<file path="config.mk">
export PLATFORM = sky130hd
export DESIGN_NAME = one_wire_bus_master
export DESIGN_NICKNAME = d
export VERILOG_FILES = /design/src/rtl/owm_pkg.sv /design/src/rtl/owm_core.sv /design/src/rtl/one_wire_bus_master.sv
export SDC_FILE = /design/constraint.sdc
export NUM_CORES = 1
export LEC_CHECK = 0
export BUFFER_PORTS_ARGS = -buffer_cell sky130_fd_sc_hd__buf_2
export CAP_MARGIN = 10
export CORE_ASPECT_RATIO = 1.2
export CORE_MARGIN = 2
export CORE_UTILIZATION = 40
export DETAILED_ROUTE_END_ITERATION = 10
export GPL_TIMING_DRIVEN = 0
export PLACE_DENSITY_LB_ADDON = 0.05
export REMOVE_ABC_BUFFERS = 1
export SETUP_SLACK_MARGIN = 0.02
export SYNTH_ARGS = -nofsm -noshare
export SYNTH_HDL_FRONTEND = slang
export SYNTH_SLANG_ARGS = --single-unit
</file>
<file path="constraint.sdc">
create_clock -name clk -period 7.7 [get_ports clk]
set_input_delay 0.385 -clock clk [delete_from_list [all_inputs] [get_ports clk]]
set_output_delay 0.385 -clock clk [all_outputs]
set_load 0.05 [all_outputs]
</file>
<file path="src/rtl/owm_pkg.sv">
// ----------------------------------------------------------------------------
// owm_pkg
// Shared types and codes of the 1-Wire bus master: command codes,
// register indexes, the register set and the per-tick result.
// ----------------------------------------------------------------------------
`default_nettype none

package owm_pkg;

    // command codes carried by each tick
    localparam logic [1:0] MODE_TICK  = 2'd0;
    localparam logic [1:0] MODE_RESET = 2'd1;
    localparam logic [1:0] MODE_WRITE = 2'd2;
    localparam logic [1:0] MODE_READ  = 2'd3;

    // register indexes
    localparam logic [2:0] REG_RESET_LOW    = 3'd0;
    localparam logic [2:0] REG_RESET_REL    = 3'd1;
    localparam logic [2:0] REG_PRES_WAIT    = 3'd2;
    localparam logic [2:0] REG_PRES_LOW_MAX = 3'd3;
    localparam logic [2:0] REG_WR1_LOW      = 3'd4;
    localparam logic [2:0] REG_WR0_LOW      = 3'd5;
    localparam logic [2:0] REG_RD_LOW       = 3'd6;
    localparam logic [2:0] REG_RD_RECOVER   = 3'd7;

    localparam int CFG_DATA_W = 10;

    // register reset values
    localparam logic [9:0] RST_RESET_LOW    = 10'd750;
    localparam logic [7:0] RST_RESET_REL    = 8'd15;
    localparam logic [7:0] RST_PRES_WAIT    = 8'd100;
    localparam logic [8:0] RST_PRES_LOW_MAX = 9'd240;
    localparam logic [5:0] RST_WR1_LOW      = 6'd5;
    localparam logic [6:0] RST_WR0_LOW      = 7'd70;
    localparam logic [5:0] RST_RD_LOW       = 6'd10;
    localparam logic [6:0] RST_RD_RECOVER   = 7'd45;

    // fixed release times after a write slot's low
    localparam logic [9:0] WR1_HIGH_US    = 10'd65;
    localparam logic [9:0] WR0_RECOVER_US = 10'd2;

    typedef struct packed {
        logic [9:0] reset_low_us;
        logic [7:0] reset_release_us;
        logic [7:0] presence_wait_us;
        logic [8:0] presence_low_max_us;
        logic [5:0] write_one_low_us;
        logic [6:0] write_zero_low_us;
        logic [5:0] read_low_us;
        logic [6:0] read_recover_us;
    } cfg_t;

    typedef struct packed {
        logic       drive_low;
        logic       busy;
        logic       done;
        logic       presence_fail;
        logic [7:0] rx_byte;
    } result_t;

endpackage

`default_nettype wire

</file>
<file path="src/rtl/owm_core.sv">
// ----------------------------------------------------------------------------
// owm_core
// Bit-slot sequencer: phase, tick counter and shift registers. Works out the
// result of the current tick and the next state in one pass.
// ----------------------------------------------------------------------------
`default_nettype none

module owm_core
    import owm_pkg::*;
(
    input  wire logic       clk,
    input  wire logic       rst_n,
    input  wire logic       step,
    input  wire logic [1:0] mode,
    input  wire logic [7:0] tx_byte,
    input  wire logic       line_level,
    input  wire cfg_t       cfg,
    output result_t         res
);

    localparam logic [3:0] PH_IDLE      = 4'd0;
    localparam logic [3:0] PH_RST_LOW   = 4'd1;
    localparam logic [3:0] PH_RST_REL   = 4'd2;
    localparam logic [3:0] PH_PRES_WAIT = 4'd3;
    localparam logic [3:0] PH_PRES_LOW  = 4'd4;
    localparam logic [3:0] PH_WR_LOW    = 4'd5;
    localparam logic [3:0] PH_WR_HIGH   = 4'd6;
    localparam logic [3:0] PH_RD_LOW    = 4'd7;
    localparam logic [3:0] PH_RD_SAMPLE = 4'd8;
    localparam logic [3:0] PH_RD_REC    = 4'd9;

    logic [3:0] phase_reg, phase_next;
    logic [9:0] tick_reg, tick_next;
    logic [2:0] bit_reg, bit_next;
    logic [7:0] sout_reg, sout_next;
    logic [7:0] sin_reg, sin_next;
    logic       fail_reg, fail_next;
    logic [9:0] bumped;
    logic       finish;

    // a zero duration still lasts one tick
    function automatic logic [9:0] span(input logic [9:0] d);
        return (d == 10'd0) ? 10'd1 : d;
    endfunction

    always_comb
    begin
        phase_next = phase_reg;
        tick_next  = tick_reg;
        bit_next   = bit_reg;
        sout_next  = sout_reg;
        sin_next   = sin_reg;
        fail_next  = fail_reg;
        res        = '0;
        finish     = 1'b0;

        // a command starts on the tick that carries it
        if (phase_reg == PH_IDLE && mode != MODE_TICK)
        begin
            tick_next = '0;
            bit_next  = '0;
            fail_next = 1'b0;
            case (mode)
                MODE_RESET: phase_next = PH_RST_LOW;
                MODE_WRITE:
                begin
                    sout_next  = tx_byte;
                    phase_next = PH_WR_LOW;
                end
                default:
                begin
                    sin_next   = '0;
                    phase_next = PH_RD_LOW;
                end
            endcase
        end

        bumped = tick_next + 10'd1;

        if (phase_next != PH_IDLE)
        begin
            res.busy = 1'b1;
            case (phase_next)
                PH_RST_LOW:
                begin
                    res.drive_low = 1'b1;
                    tick_next     = bumped;
                    if (bumped >= span(cfg.reset_low_us))
                    begin
                        tick_next  = '0;
                        phase_next = (cfg.reset_release_us != 8'd0) ? PH_RST_REL
                                                                    : PH_PRES_WAIT;
                    end
                end
                PH_RST_REL:
                begin
                    tick_next = bumped;
                    if (bumped >= {2'b00, cfg.reset_release_us})
                    begin
                        tick_next  = '0;
                        phase_next = PH_PRES_WAIT;
                    end
                end
                PH_PRES_WAIT:
                begin
                    if (cfg.presence_wait_us == 8'd0)
                    begin
                        fail_next = 1'b1;
                        finish    = 1'b1;
                    end
                    else if (line_level)
                    begin
                        tick_next = bumped;
                        if (bumped >= {2'b00, cfg.presence_wait_us})
                        begin
                            fail_next = 1'b1;
                            finish    = 1'b1;
                        end
                    end
                    else
                    begin
                        // this low tick is the first of the presence pulse
                        tick_next = 10'd1;
                        if (cfg.presence_low_max_us <= 9'd1)
                        begin
                            fail_next = 1'b1;
                            finish    = 1'b1;
                        end
                        else
                        begin
                            phase_next = PH_PRES_LOW;
                        end
                    end
                end
                PH_PRES_LOW:
                begin
                    if (line_level)
                    begin
                        finish = 1'b1;
                    end
                    else
                    begin
                        tick_next = bumped;
                        if (bumped >= {1'b0, cfg.presence_low_max_us})
                        begin
                            fail_next = 1'b1;
                            finish    = 1'b1;
                        end
                    end
                end
                PH_WR_LOW:
                begin
                    res.drive_low = 1'b1;
                    tick_next     = bumped;
                    if (bumped >= span(sout_next[0] ? {4'd0, cfg.write_one_low_us}
                                                    : {3'd0, cfg.write_zero_low_us}))
                    begin
                        tick_next  = '0;
                        phase_next = PH_WR_HIGH;
                    end
                end
                PH_WR_HIGH:
                begin
                    tick_next = bumped;
                    if (bumped >= (sout_next[0] ? WR1_HIGH_US : WR0_RECOVER_US))
                    begin
                        tick_next = '0;
                        if (bit_next == 3'd7)
                        begin
                            finish = 1'b1;
                        end
                        else
                        begin
                            bit_next   = bit_next + 3'd1;
                            sout_next  = {1'b0, sout_next[7:1]};
                            phase_next = PH_WR_LOW;
                        end
                    end
                end
                PH_RD_LOW:
                begin
                    res.drive_low = 1'b1;
                    tick_next     = bumped;
                    if (bumped >= span({4'd0, cfg.read_low_us}))
                    begin
                        tick_next  = '0;
                        phase_next = PH_RD_SAMPLE;
                    end
                end
                PH_RD_SAMPLE:
                begin
                    sin_next[bit_next] = sin_next[bit_next] | line_level;
                    tick_next          = '0;
                    phase_next         = PH_RD_REC;
                end
                PH_RD_REC:
                begin
                    tick_next = bumped;
                    if (bumped >= span({3'd0, cfg.read_recover_us}))
                    begin
                        tick_next = '0;
                        if (bit_next == 3'd7)
                        begin
                            res.rx_byte = sin_next;
                            finish      = 1'b1;
                        end
                        else
                        begin
                            bit_next   = bit_next + 3'd1;
                            phase_next = PH_RD_LOW;
                        end
                    end
                end
                default:
                begin
                    phase_next = PH_IDLE;
                    tick_next  = '0;
                end
            endcase

            if (finish)
            begin
                res.done          = 1'b1;
                res.presence_fail = fail_next;
                phase_next        = PH_IDLE;
                tick_next         = '0;
            end
        end
    end

    always_ff @(posedge clk or negedge rst_n)
    begin
        if (!rst_n)
        begin
            phase_reg <= PH_IDLE;
            tick_reg  <= '0;
            bit_reg   <= '0;
            sout_reg  <= '0;
            sin_reg   <= '0;
            fail_reg  <= 1'b0;
        end
        else if (step)
        begin
            phase_reg <= phase_next;
            tick_reg  <= tick_next;
            bit_reg   <= bit_next;
            sout_reg  <= sout_next;
            sin_reg   <= sin_next;
            fail_reg  <= fail_next;
        end
    end

endmodule

`default_nettype wire

</file>
<file path="src/rtl/one_wire_bus_master.sv">
// ----------------------------------------------------------------------------
// one_wire_bus_master
// 1-Wire master timed by microsecond ticks: reset/presence, byte write and
// byte read slots, with a register set for the slot timings.
// ----------------------------------------------------------------------------
// Usage:
//   Feed one item per microsecond on the input channel (in_valid/in_stall):
//   mode, tx_byte and the sampled line_level. Each accepted item yields
//   exactly one result item on the output channel (out_valid/out_stall):
//   drive_low for that tick plus busy/done/presence_fail/rx_byte status.
//   A command acts on the tick that carries it; commands while busy are
//   ignored.
//   Throughput is one item per cycle while in_stall is low; each result
//   is presented from the output register.
//   A two-entry output stage (output register plus skid register) keeps
//   the input open for one more item while a result is stalled; in_stall
//   rises only once both entries are full.
//   Timing registers are written through cfg_we/cfg_index/cfg_data; the user
//   writes them only while the block is idle, which the block does not enforce.
//   Reset (rst_n low) returns the sequencer to idle, empties the output
//   stage and loads the default timings (750/15/100/240/5/70/10/45 us).
// ----------------------------------------------------------------------------
`default_nettype none

module one_wire_bus_master
    import owm_pkg::*;
(
    input  wire logic                  clk,
    input  wire logic                  rst_n,
    // input channel
    input  wire logic                  in_valid,
    output logic                       in_stall,
    input  wire logic [1:0]            mode,
    input  wire logic [7:0]            tx_byte,
    input  wire logic                  line_level,
    // output channel
    output logic                       out_valid,
    input  wire logic                  out_stall,
    output logic                       drive_low,
    output logic                       busy_res,
    output logic                       done_res,
    output logic                       presence_fail,
    output logic [7:0]                 rx_byte,
    // configuration
    input  wire logic                  cfg_we,
    input  wire logic [2:0]            cfg_index,
    input  wire logic [CFG_DATA_W-1:0] cfg_data
);

    cfg_t    cfg_reg;
    result_t step_res;
    result_t out_reg;
    result_t skid_reg;
    logic    out_valid_reg;
    logic    skid_valid_reg;
    logic    in_fire;
    logic    out_fire;

    assign in_stall = skid_valid_reg;
    assign in_fire  = in_valid && !skid_valid_reg;
    assign out_fire = out_valid_reg && !out_stall;

    always_ff @(posedge clk or negedge rst_n)
    begin
        if (!rst_n)
        begin
            cfg_reg.reset_low_us        <= RST_RESET_LOW;
            cfg_reg.reset_release_us    <= RST_RESET_REL;
            cfg_reg.presence_wait_us    <= RST_PRES_WAIT;
            cfg_reg.presence_low_max_us <= RST_PRES_LOW_MAX;
            cfg_reg.write_one_low_us    <= RST_WR1_LOW;
            cfg_reg.write_zero_low_us   <= RST_WR0_LOW;
            cfg_reg.read_low_us         <= RST_RD_LOW;
            cfg_reg.read_recover_us     <= RST_RD_RECOVER;
        end
        else if (cfg_we)
        begin
            case (cfg_index)
                REG_RESET_LOW:    cfg_reg.reset_low_us        <= cfg_data[9:0];
                REG_RESET_REL:    cfg_reg.reset_release_us    <= cfg_data[7:0];
                REG_PRES_WAIT:    cfg_reg.presence_wait_us    <= cfg_data[7:0];
                REG_PRES_LOW_MAX: cfg_reg.presence_low_max_us <= cfg_data[8:0];
                REG_WR1_LOW:      cfg_reg.write_one_low_us    <= cfg_data[5:0];
                REG_WR0_LOW:      cfg_reg.write_zero_low_us   <= cfg_data[6:0];
                REG_RD_LOW:       cfg_reg.read_low_us         <= cfg_data[5:0];
                REG_RD_RECOVER:   cfg_reg.read_recover_us     <= cfg_data[6:0];
                default:          cfg_reg                     <= cfg_reg;
            endcase
        end
    end

    owm_core u_core
    (
        .clk        (clk),
        .rst_n      (rst_n),
        .step       (in_fire),
        .mode       (mode),
        .tx_byte    (tx_byte),
        .line_level (line_level),
        .cfg        (cfg_reg),
        .res        (step_res)
    );

    // output register with skid entry
    always_ff @(posedge clk or negedge rst_n)
    begin
        if (!rst_n)
        begin
            out_valid_reg  <= 1'b0;
            skid_valid_reg <= 1'b0;
        end
        else if (out_fire || !out_valid_reg)
        begin
            if (skid_valid_reg)
            begin
                out_valid_reg  <= 1'b1;
                skid_valid_reg <= 1'b0;
            end
            else
            begin
                out_valid_reg <= in_fire;
            end
        end
        else if (in_fire)
        begin
            skid_valid_reg <= 1'b1;
        end
    end

    always_ff @(posedge clk)
    begin
        if (out_fire || !out_valid_reg)
        begin
            if (skid_valid_reg)
            begin
                out_reg <= skid_reg;
            end
            else if (in_fire)
            begin
                out_reg <= step_res;
            end
        end
        else if (in_fire)
        begin
            skid_reg <= step_res;
        end
    end

    assign out_valid     = out_valid_reg;
    assign drive_low     = out_reg.drive_low;
    assign busy_res      = out_reg.busy;
    assign done_res      = out_reg.done;
    assign presence_fail = out_reg.presence_fail;
    assign rx_byte       = out_reg.rx_byte;

`ifndef SYNTH
    a_skid_implies_out: assert property (@(posedge clk) disable iff (!rst_n)
        skid_valid_reg |-> out_valid_reg)
        else $error("skid entry full while output register empty");

    a_skid_fill_on_stall: assert property (@(posedge clk) disable iff (!rst_n)
        $rose(skid_valid_reg) |-> $past(out_valid_reg && out_stall))
        else $error("skid entry filled without a stalled output");

    a_done_busy: assert property (@(posedge clk) disable iff (!rst_n)
        (out_valid_reg && out_reg.done) |-> out_reg.busy)
        else $error("done without busy");

    a_fail_on_done: assert property (@(posedge clk) disable iff (!rst_n)
        (out_valid_reg && out_reg.presence_fail) |-> out_reg.done)
        else $error("presence_fail outside command completion");

    a_drive_busy: assert property (@(posedge clk) disable iff (!rst_n)
        (out_valid_reg && out_reg.drive_low) |-> (out_reg.busy && !out_reg.done))
        else $error("line driven low outside a command slot");
`endif

endmodule

`default_nettype wire

</file>
* Word-level counts from Yosys, hierarchy flattened
Index checks and enable logic that the tools add are counted.
** Word-level totals
- Register bits after elaboration :: 121
** Cells by class
- $add $sub $neg :: 2
- $lt $le $gt $ge :: 11
- Equality and inequality tests :: 19
- Multiplexer cells :: 88
- Bitwise gates (word level) :: 2
- Reductions and logical operators :: 32
** Operator list (number)
- 10-bit 2-to-1 mux :: 14
- 8-bit 2-to-1 mux :: 13
- 10-bit case mux with 8 select lines :: 1
- 4-bit 2-to-1 mux :: 14
- 10-bit >= comparator :: 5
- 12-bit 2-to-1 mux :: 3
- 4-bit case mux with 9 select lines :: 1
- 1-bit 2-to-1 mux :: 25
- 7-bit 2-to-1 mux :: 3
- 10-bit by 8-bit >= comparator with 1-bit output :: 2
- 10-bit zero test :: 2
- 2-bit AND reduction :: 10
- 4-bit by 3-bit == test with 1-bit output (second input constant) :: 4
- 3-bit == test (second input constant) :: 5
- 3-bit 2-to-1 mux :: 5
- 3-bit case mux with 2 select lines :: 2
- 10-bit by 1-bit adder with 10-bit output (second input constant) :: 1
- 10-bit by 9-bit >= comparator with 1-bit output :: 1
- 9-bit by 1-bit less-or-equal comparator with 1-bit output (second input constant) :: 1
- 8-bit bitwise mux :: 1
- 4-bit by 2-bit == test with 1-bit output (second input constant) :: 2
- 4-bit == test (second input constant) :: 2
- 8-bit zero test :: 1
- 8-bit nonzero test :: 1
- other kinds (27) :: 35

* Longest topological paths before layout
Gate-level depths: netlist of the first run.
- Depth after elaboration :: 14
- Gate-level depth with buffers :: 22

* Hierarchy
A second synthesis of the first run with hierarchy kept.
** Unflattened totals
- Cell total of the unflattened synthesis :: 763
- Area total of the unflattened synthesis :: 7921.3 um^2
** Modules (own cells, without submodules)
- owm_core :: instances 1, cells an instance 579, area each 4376.7 um^2, sequential area each 850.8 um^2
- one_wire_bus_master :: instances 1, cells an instance 184, area each 3544.6 um^2, sequential area each 2333.5 um^2

* Least setup slack after synthesis of the first run
Ideal clock, no wire load.
- Path type :: input -> register
- Start point :: input mode[0]
- End point :: register u_core.phase_reg[1]
- Library setup time :: 76 ps
- Arrival time :: 5178 ps
- Setup slack :: 2446 ps
- Stages :: 21
- Buffers on the path :: 3
- Cells stage by stage :: inv_1 ha_1 clkbuf_1 inv_1 nand2_1 clkbuf_1 nand2_1 inv_1 ha_1 buf_2 nand4_1 mux2i_1 nor3_1 ha_1 o2111a_1 a2111o_1 a211o_1 a22oi_1 nand3_2 or3_4 o21ai_1
** On the way
- Longest elaborated chain between the ends :: 12
- Elaborated cells on any way between the ends :: 58
- Classes of those cells :: 1 x add/sub; 8 x order compare; 12 x eq/ne; 33 x mux; 4 x reduce/logical
** Ends and longest elaborated chain
- from (decl) :: line one_wire_bus_master.sv:33 : input wire logic [1:0] mode,
- 2-bit nonzero test :: line owm_core.sv:58 : if (phase_reg == PH_IDLE && mode != MODE_TICK)
- 1-bit logical AND :: line owm_core.sv:58
- 10-bit 2-to-1 mux :: line owm_core.sv:58
- 10-bit by 1-bit adder with 10-bit output :: line owm_core.sv:78 : bumped = tick_next + 10'd1;
- 10-bit by 8-bit >= comparator with 1-bit output :: line owm_core.sv:114 : if (bumped >= {2'b00, cfg.presence_wait_us})
- 1-bit 2-to-1 mux :: line owm_core.sv:114
- 1-bit 2-to-1 mux :: line owm_core.sv:111 : else if (line_level)
- 1-bit 2-to-1 mux :: line owm_core.sv:106 : if (cfg.presence_wait_us == 8'd0)
- 1-bit case mux with 4 select lines :: line owm_core.sv:83 : case (phase_next)
- 1-bit 2-to-1 mux :: line owm_core.sv:80 : if (phase_next != PH_IDLE)
- 4-bit 2-to-1 mux :: line owm_core.sv:221 : if (finish)
- 4-bit 2-to-1 mux * :: line owm_core.sv:80
- to (signal assigned) :: line owm_core.sv:244 : phase_reg <= phase_next;
- to (decl) :: line owm_core.sv:32 : logic [3:0] phase_reg, phase_next;
Mark *: on every way between the ends. The rest lies on a longest branch, timed or not. The select of a mux whose other input is x is not followed.
A chain may end at the register's enable or synchronous reset.

* Worst setup path in the final report of the first run
- Start point :: register u_core.phase_reg[3]
- End point :: register u_core.tick_reg[8]
** On the way
- Longest elaborated chain between the ends :: 12
- Elaborated cells on any way between the ends :: 51
- Classes of those cells :: 1 x add/sub; 8 x order compare; 9 x eq/ne; 29 x mux; 4 x reduce/logical
** Ends and longest elaborated chain
- 4-bit zero test :: line owm_core.sv:58
- 1-bit logical AND :: line owm_core.sv:58
- 10-bit 2-to-1 mux :: line owm_core.sv:58
- 10-bit by 1-bit adder with 10-bit output :: line owm_core.sv:78
- 10-bit by 8-bit >= comparator with 1-bit output :: line owm_core.sv:114
- 1-bit 2-to-1 mux :: line owm_core.sv:114
- 1-bit 2-to-1 mux :: line owm_core.sv:111
- 1-bit 2-to-1 mux :: line owm_core.sv:106
- 1-bit case mux with 4 select lines :: line owm_core.sv:83
- 1-bit 2-to-1 mux :: line owm_core.sv:80
- 10-bit 2-to-1 mux :: line owm_core.sv:221
- 10-bit 2-to-1 mux * :: line owm_core.sv:80
- to (signal assigned) :: line owm_core.sv:245 : tick_reg <= tick_next;
- to (decl) :: line owm_core.sv:33 : logic [9:0] tick_reg, tick_next;
Marked as above.

==> results of run 1 <==
[cell usage in the layout, fill, tap and decap left out, types with 7 or more instances in the layout]
master,instances
edfxtp_1,24
o21ai_1,7
a22oi_1,15
clkbuf_16,17
mux2i_1,10
ha_1,62
mux2_2,50
and3_1,10
nor3_1,19
nor4_1,11
o21ai_0,48
buf_2,42
dfstp_2,29
and2_1,10
o31ai_1,16
nand3_1,15
a22o_1,9
nor2_1,32
a32o_1,7
inv_1,51
nand2b_1,12
a21oi_1,26
nand2_1,94
dfrtp_1,68
[Yosys cell counts (9+ instances only)]
master    number
a21oi_1       26
a22o_1         9
a22oi_1       15
and2_1        10
and3_1        10
clkbuf_1      27
dfrtp_1       68
dfstp_2       29
edfxtp_1      24
ha_1          62
inv_1         51
mux2_2        50
mux2i_1       11
nand2_1       94
nand2b_1      12
nand3_1       15
nor2_1        32
nor3_1        21
nor4_1        11
o21ai_0       48
o31ai_1       16
[kinds of logic (layout without fill, tap and decap cells)]
kind of cell,Yosys count,count (layout),share of synthesized area
XOR/XNOR,7,7,0.00800
AO/OA/AOI/OAI,197,197,0.181
flip-flops,121,121,0.416
multiplexers,61,61,0.0878
buffers and inverters,88,135,0.0446
AND/OR/NAND/NOR,245,245,0.162
adder cells (fa/ha/maj),62,62,0.101
[final cells by class]
cell class | instances | area, um2 | area share
clock inverter | 14 | 133 | 0.0152
sequential | 121 | 3180 | 0.365
timing repair buffer | 51 | 312 | 0.0357
clock buffer | 18 | 429 | 0.0492
multi-input combinational | 572 | 4160 | 0.476
inverter | 52 | 195 | 0.0224
tap | 256 | 320 | 0.0367
[how the worst max path moves through the flow]
stage / startpoint / to / slack [ps]
after floorplan: mode[0] / u_core.phase_reg[1] / 2660
after global placement: mode[1] / u_core.tick_reg[8] / 540
after detailed placement: mode[1] / u_core.tick_reg[8] / 1140
after CTS: u_core.phase_reg[3] / u_core.tick_reg[8] / 1320
after global routing: u_core.phase_reg[3] / u_core.tick_reg[8] / 970
final: u_core.phase_reg[3] / u_core.tick_reg[8] / 1300
[report_power, final]
part / switching (mW) / internal (mW)
clock network: 0.296 / 0.470
logic: 0.616 / 0.369
registers: 0.0967 / 0.800
total: 1.01 / 1.64
[metrics by stage]
step | utilization | worst slack (ps) | hold WS, ps | area, um2
floorplan | - | 2660 | 89.4 | 7520
global placement | 0.427 | 536 | 472 | 8050
detailed placement | 0.432 | 1140 | 369 | 8140
CTS | 0.462 | 1320 | 175 | 8710
global route | 0.463 | 969 | 194 | 8730
finish | 0.463 | 1300 | 189 | 8730
[per-layer routing]
layer | vias up | global-route usage
li1 | 2960 | -
met1 | 3021 | 0.259
met3 | 39 | 0.0319
met5 | - | 0
met2 | 148 | 0.385
met4 | 0 | 0.0917
[worst register-to-register path, cell delays in order (launching register included)]
cell	delay [ps]
dfrtp_1	540
nor4_2	600
nand2_1	480
nand2_1	220
inv_1	280
ha_1	440
xnor2_1	990
ha_1	320
o21ai_0	100
a2111oi_0	710
o22ai_1	340
a32oi_2	390
nand4_2	340
a2111oi_0	390
o21ai_1	120
==> results_dict.tcl, run 1 <==
set metrics [dict create \
    status "finished clean" \
    min_period_ps 6400 \
    met1_length_mm 9.03 \
    r2r_setup_slack_ps 1300 \
    path_class "reg -> reg" \
    dr_wl_met2_mm 10.7 \
    syn_area_per_cell_um2 9.81 \
    cts_max_level 4 \
    drcViolationCount 0 \
    cts_resized 0 \
    largest_reg_flops 61 \
    routed.top_layer "met4" \
    placed_cells_incl_taps 1049 \
    grt-ovfl-total 0 \
    crit_cells 14 \
    grt_pass1_wl_mm 33.5 \
    path_cells "nor4_2 -> nand2_1 -> nand2_1 -> inv_1 -> ha_1 -> xnor2_1 -> ha_1 -> o21ai_0 -> a2111oi_0 -> o22ai_1 -> a32oi_2 -> nand4_2 -> a2111oi_0 -> o21ai_1" \
    port_buffers 42 \
    ys_seq_area_frac 0.416 \
    setup_viol 0 \
    grt_start_max_net_pins 68 \
    grt_pass1_vias 6286 \
    cp_top_family "compound AO/OA/AOI/OAI gates" \
    yosysWarnings 0 \
    clock-root-buffer "clkbuf_16" \
    viasPerCell 5.69 \
    synthArstFlopShare 0.802 \
    synthFlopType "dfrtp_1" \
    tritoncts "yes" \
    gp_congestion 0.916 \
    clk-insertion-delay-late_ps 420 \
    power_density_mw_per_mm2 303 \
    clk_pin_slew_ps 60 \
    io_pins 43 \
    synth.area.top_cells "dfrtp_1, ha_1, dfstp_2, edfxtp_1, mux2_2" \
    antenna_found_initial 0 \
    synth_edf_count 24 \
    layout.cells.non_filler 1084 \
    clock_sinks 121 \
    num_vias 6168 \
    dp_hpwl_mm 15.4 \
    tightestPinTransition_ps 1190 \
    die-height_um 156 \
    fillers 1816 \
    cp.required_ps 7990 \
    die_w_um 130 \
    syn_area_mm2 0.00766 \
    hold_path.class "in -> reg" \
    leakagePower_nw 3.82 \
    die_area_mm2 0.0203 \
    cts_made_buffers 17 \
    rows 55 \
    synth_top_cell_area_share 0.222 \
    drive_gt1_frac 0.220 \
    slew_violations 0 \
    ir_worst_vdd_mv 0.155 \
    worst-path-buf-inv 1 \
    start_util 0.406 \
    firstDrtPassIters 5 \
    setup-tns-final_ps 0 \
    crit_fanout 15 \
    min_delay_path_depth 3 \
    yosys.area.top_type "dfrtp_1" \
    endpoint_kind "flip-flop" \
    slowest_delay_ps 990 \
    r2r_cells 14 \
    ant_nets 0 \
    wl_per_cell_um 19.4 \
    grt.total_usage 0.217 \
    drtIter0Drc 356 \
    slew_headroom 0.199 \
    reg2reg_to "u_core.tick_reg[8]" \
    maxCapViolCount 0 \
    crit_path_start_kind "flip-flop" \
    core_area_mm2 0.0189 \
    fin_total_pwr_mw 2.65 \
    syn2layout_area_growth_pct 13.9 \
    min_to "cfg_reg[60]" \
    clockBufferDepth 2 \
    postCtsSetupBuffers 0 \
    diodes 0 \
    cp_slowest_cell "xnor2_1" \
    post-route-period-util 0.832 \
    ys_ff_latch 121 \
    nNetsFinal 906 \
    rsz0062_at_grt "no" \
    synth_cells 781 \
    netlist-cell-type-count 75 \
    wl_met3_um 683 \
    drt-total-wl_mm 21.0 \
    min_from "cfg_data[9]" \
    skew_ps 8.59 \
    finalHoldViolCount 0 \
    max_freq_mhz 156 \
    cts_hold_buf 1 \
    r2r-start "u_core.phase_reg[3]" \
    cp.arrival_ps 6700 \
]
Note: power is estimated with default switching activity, not from simulation.
==> run 2, diff against run 1 <==
- ABC_AREA: default -> 1
- clock period: 7.7 -> 5.5 ns (I/O delays scaled with it)
==> run 2 against run 1 <==
Net effect: worst hold slack got worse by 120 ps; sequential power increased by 42%; first-iteration DRC count decreased by 6.5%; die area increased by 8.1%; clock skew decreased by 0.50 ps; combinational power increased to 2.7 times the previous value; register-to-register slack got worse by 760 ps; critical path type unchanged; power increased by 93%; synthesized area increased by 8.4%; global-route usage about the same; largest cell class unchanged.
==> results_dict.tcl, run 2 <==
set metrics [dict create \
    final_common_cell "nand2_1" \
    post-route-period-util 0.902 \
    io_pins 43 \
    min_period_ps 4960 \
    nNetsFinal 1247 \
    synth_cells 1121 \
    postCtsSetupBuffers 0 \
    ir_worst_vdd_mv 0.283 \
    slew_headroom 0.207 \
    drt-total-wl_mm 22.3 \
    gp_congestion 0.862 \
    largest_reg_flops 61 \
    cp_slowest_cell "dfrtp_1" \
    final_area_mm2 0.00938 \
    die_area_mm2 0.0219 \
    synthMostInstantiatedCell "nand2_1" \
    ys_seq_area_frac 0.383 \
    wl_per_cell_um 15.6 \
    num_vias 7321 \
    syn_area_per_cell_um2 7.41 \
    tritoncts "yes" \
    path_class "reg -> reg" \
    syn2layout_area_growth_pct 12.9 \
    routed.top_layer "met4" \
    cp.arrival_ps 5140 \
    tightestPinTransition_ps 1190 \
    placed_cells_incl_taps 1400 \
    netlist-cell-type-count 48 \
    dr_wl_met2_mm 10.8 \
    synthFlopType "dfrtp_1" \
    cts_max_level 4 \
    core_area_mm2 0.0203 \
    skew_ps 8.08 \
    clk_pin_slew_ps 60 \
    dpl_cell_area_mm2 0.00873 \
    yosys.area.top_type "dfrtp_1" \
    rsz0062_at_grt "no" \
    clk-insertion-delay-late_ps 430 \
    cts_made_buffers 17 \
    yosysWarnings 0 \
    status "finished clean" \
    clock_sinks 121 \
    ant_nets 0 \
    grt_pass1_vias 7144 \
    crit_path_start_kind "flip-flop" \
    die-height_um 162 \
    clockBufferDepth 2 \
    syn_area_mm2 0.00830 \
    p_clk_frac 0.223 \
    critPathLaunch "u_core.phase_reg[1]" \
    ys_top_cells_by_count "nand2_1, inv_1, o21ai_0" \
    power_switching_mw 2.45 \
    min_from "cfg_data[1]" \
    r2r-start "u_core.phase_reg[1]" \
    dp_hpwl_mm 16.1 \
    layout.cells.non_filler 1434 \
    comb_power_share 0.529 \
    finalHoldViolCount 0 \
    final_cell_mix "nand2_1, inv_1, o21ai_0, nor2_1, nand3_1" \
    pwr-share-seq 0.249 \
    cp.required_ps 5680 \
    viasPerCell 5.11 \
    met1_length_mm 10.4 \
    holdWs_ps 64.7 \
    place_ws_ps -902 \
    wl_met3_um 683 \
    firstDrtPassIters 5 \
    setup_viol 0 \
    maxCapViolCount 0 \
    power_density_mw_per_mm2 545 \
    setup_ws_ps 537 \
    drive_gt1_frac 0.138 \
    synthArstFlopShare 0.802 \
    ys_ff_latch 121 \
    diodes 0 \
    p_sw_frac 0.480 \
    leakagePower_nw 4.54 \
    synth_edf_count 24 \
    internal-power_mw 2.66 \
    critPathMostFrequentCell "nor2_1" \
    grt_pass1_wl_mm 37.0 \
    grt.total_usage 0.216 \
    path_cells "nor2_1 -> nand3_4 -> nand2_2 -> clkinvlp_4 -> ha_1 -> inv_1 -> nand2_1 -> nand2_1 -> clkinvlp_4 -> ha_1 -> a21oi_1 -> nor2_1 -> nor2_1 -> o21ai_0 -> a21oi_1 -> nand2_1 -> nor2_4 -> nor2_1 -> nand2_1 -> nor2_1 -> mux2_2" \
    fillers 2098 \
    endpoint_kind "flip-flop" \
    crit_fanout 30 \
    slowest_delay_ps 400 \
    clock-root-buffer "clkbuf_16" \
    die_w_um 136 \
    start_util 0.409 \
    grt_start_max_net_pins 66 \
    rows 57 \
    max_freq_mhz 202 \
    synth_top_cell_area_share 0.205 \
    drtIter0Drc 333 \
    hold_path.class "in -> reg" \
    port_buffers 42 \
    slew_violations 0 \
    antenna_found_initial 0 \
    finish.utilization 0.461 \
    drcViolationCount 0 \
    synth.area.top_cells "dfrtp_1, nand2_1, ha_1, dfstp_2, edfxtp_1" \
    grt-ovfl-total 0 \
]
[run 2: changes by cell type in the layout (fill, tap and decap cells not counted), moves of 49 or more]
cell	previous run	this run
inv_1	51	150
mux2_2	50	1
nand2_1	94	273
nand3_1	15	69
nor2_1	32	93
o21ai_0	48	121
[run 2: final cells by class]
| cell class | instances | area, um2 | share of cell area |
|---|---|---|---|
| Clock inverter | 14 | 165 | 0.0176 |
| Timing Repair Buffer | 45 | 255 | 0.0272 |
| Tap cell | 265 | 332 | 0.0354 |
| Inverter | 159 | 606 | 0.0646 |
| Multi-Input combinational cell | 812 | 4400 | 0.470 |
| Clock buffer | 18 | 429 | 0.0458 |
| Sequential cell | 121 | 3180 | 0.340 |
[run 2: cell families after synthesis]
family,share of synthesized area
mux,0.00738
simple gates,0.271
buf+inv,0.0893
compound gates,0.155
fa+ha+maj,0.0934
flops,0.383
[run 2: worst max-delay path, delay by kind of cell, from the launching register on]
family	cells	cell delay [ps]
mux	1	270
compound gates	3	400
flops	1	400
fa+ha+maj	2	680
buf+inv	3	810
simple gates	12	2140
[run 2: layer usage]
metal,vias up,track usage
met5,-,0
met4,0,0.0753
met3,36,0.0328
met2,128,0.370
met1,3360,0.278
li1,3797,-
[run 2: power groups by stage]
stage	Clock, mW	Sequential (mW)	Combinational [mW]
final	1.14	1.27	2.70
after global routing	1.20	1.30	3.09
after CTS	1.16	1.27	2.70
after detailed placement	0	1.28	2.67
after global placement	0	1.28	2.65
after floorplan	0	1.30	1.90
[run 2: path summary, 6_finish.rpt]
check / end / slack (ps) / cells past startpoint
min: cfg_reg[1] / 60 / 3
max: rx_byte[3] / 540 / 21
min in group asynchronous: u_core.sin_reg[5] / 350 / 2
max in group asynchronous: cfg_reg[32] / 4390 / 3
min reg2reg: u_core.sin_reg[2] / 480 / 2
max reg2reg: rx_byte[3] / 540 / 21
[run 2: what timing repair did]
action | in CTS | in global routing
endpoints found under the hold margin | 31 | 0
hold buffers | 1 | 0
setup endpoints to repair | 37 | 4
gates resized for setup | 5 | 3
[run 2: per-stage QoR]
stage	setup TNS, ps	total power [mW]
2_1_floorplan	0	3.20
3_3_place_gp	-23330	3.93
3_5_place_dp	-25300	3.96
4_1_cts	0	5.13
5_1_grt	0	5.59
6_report	0	5.11
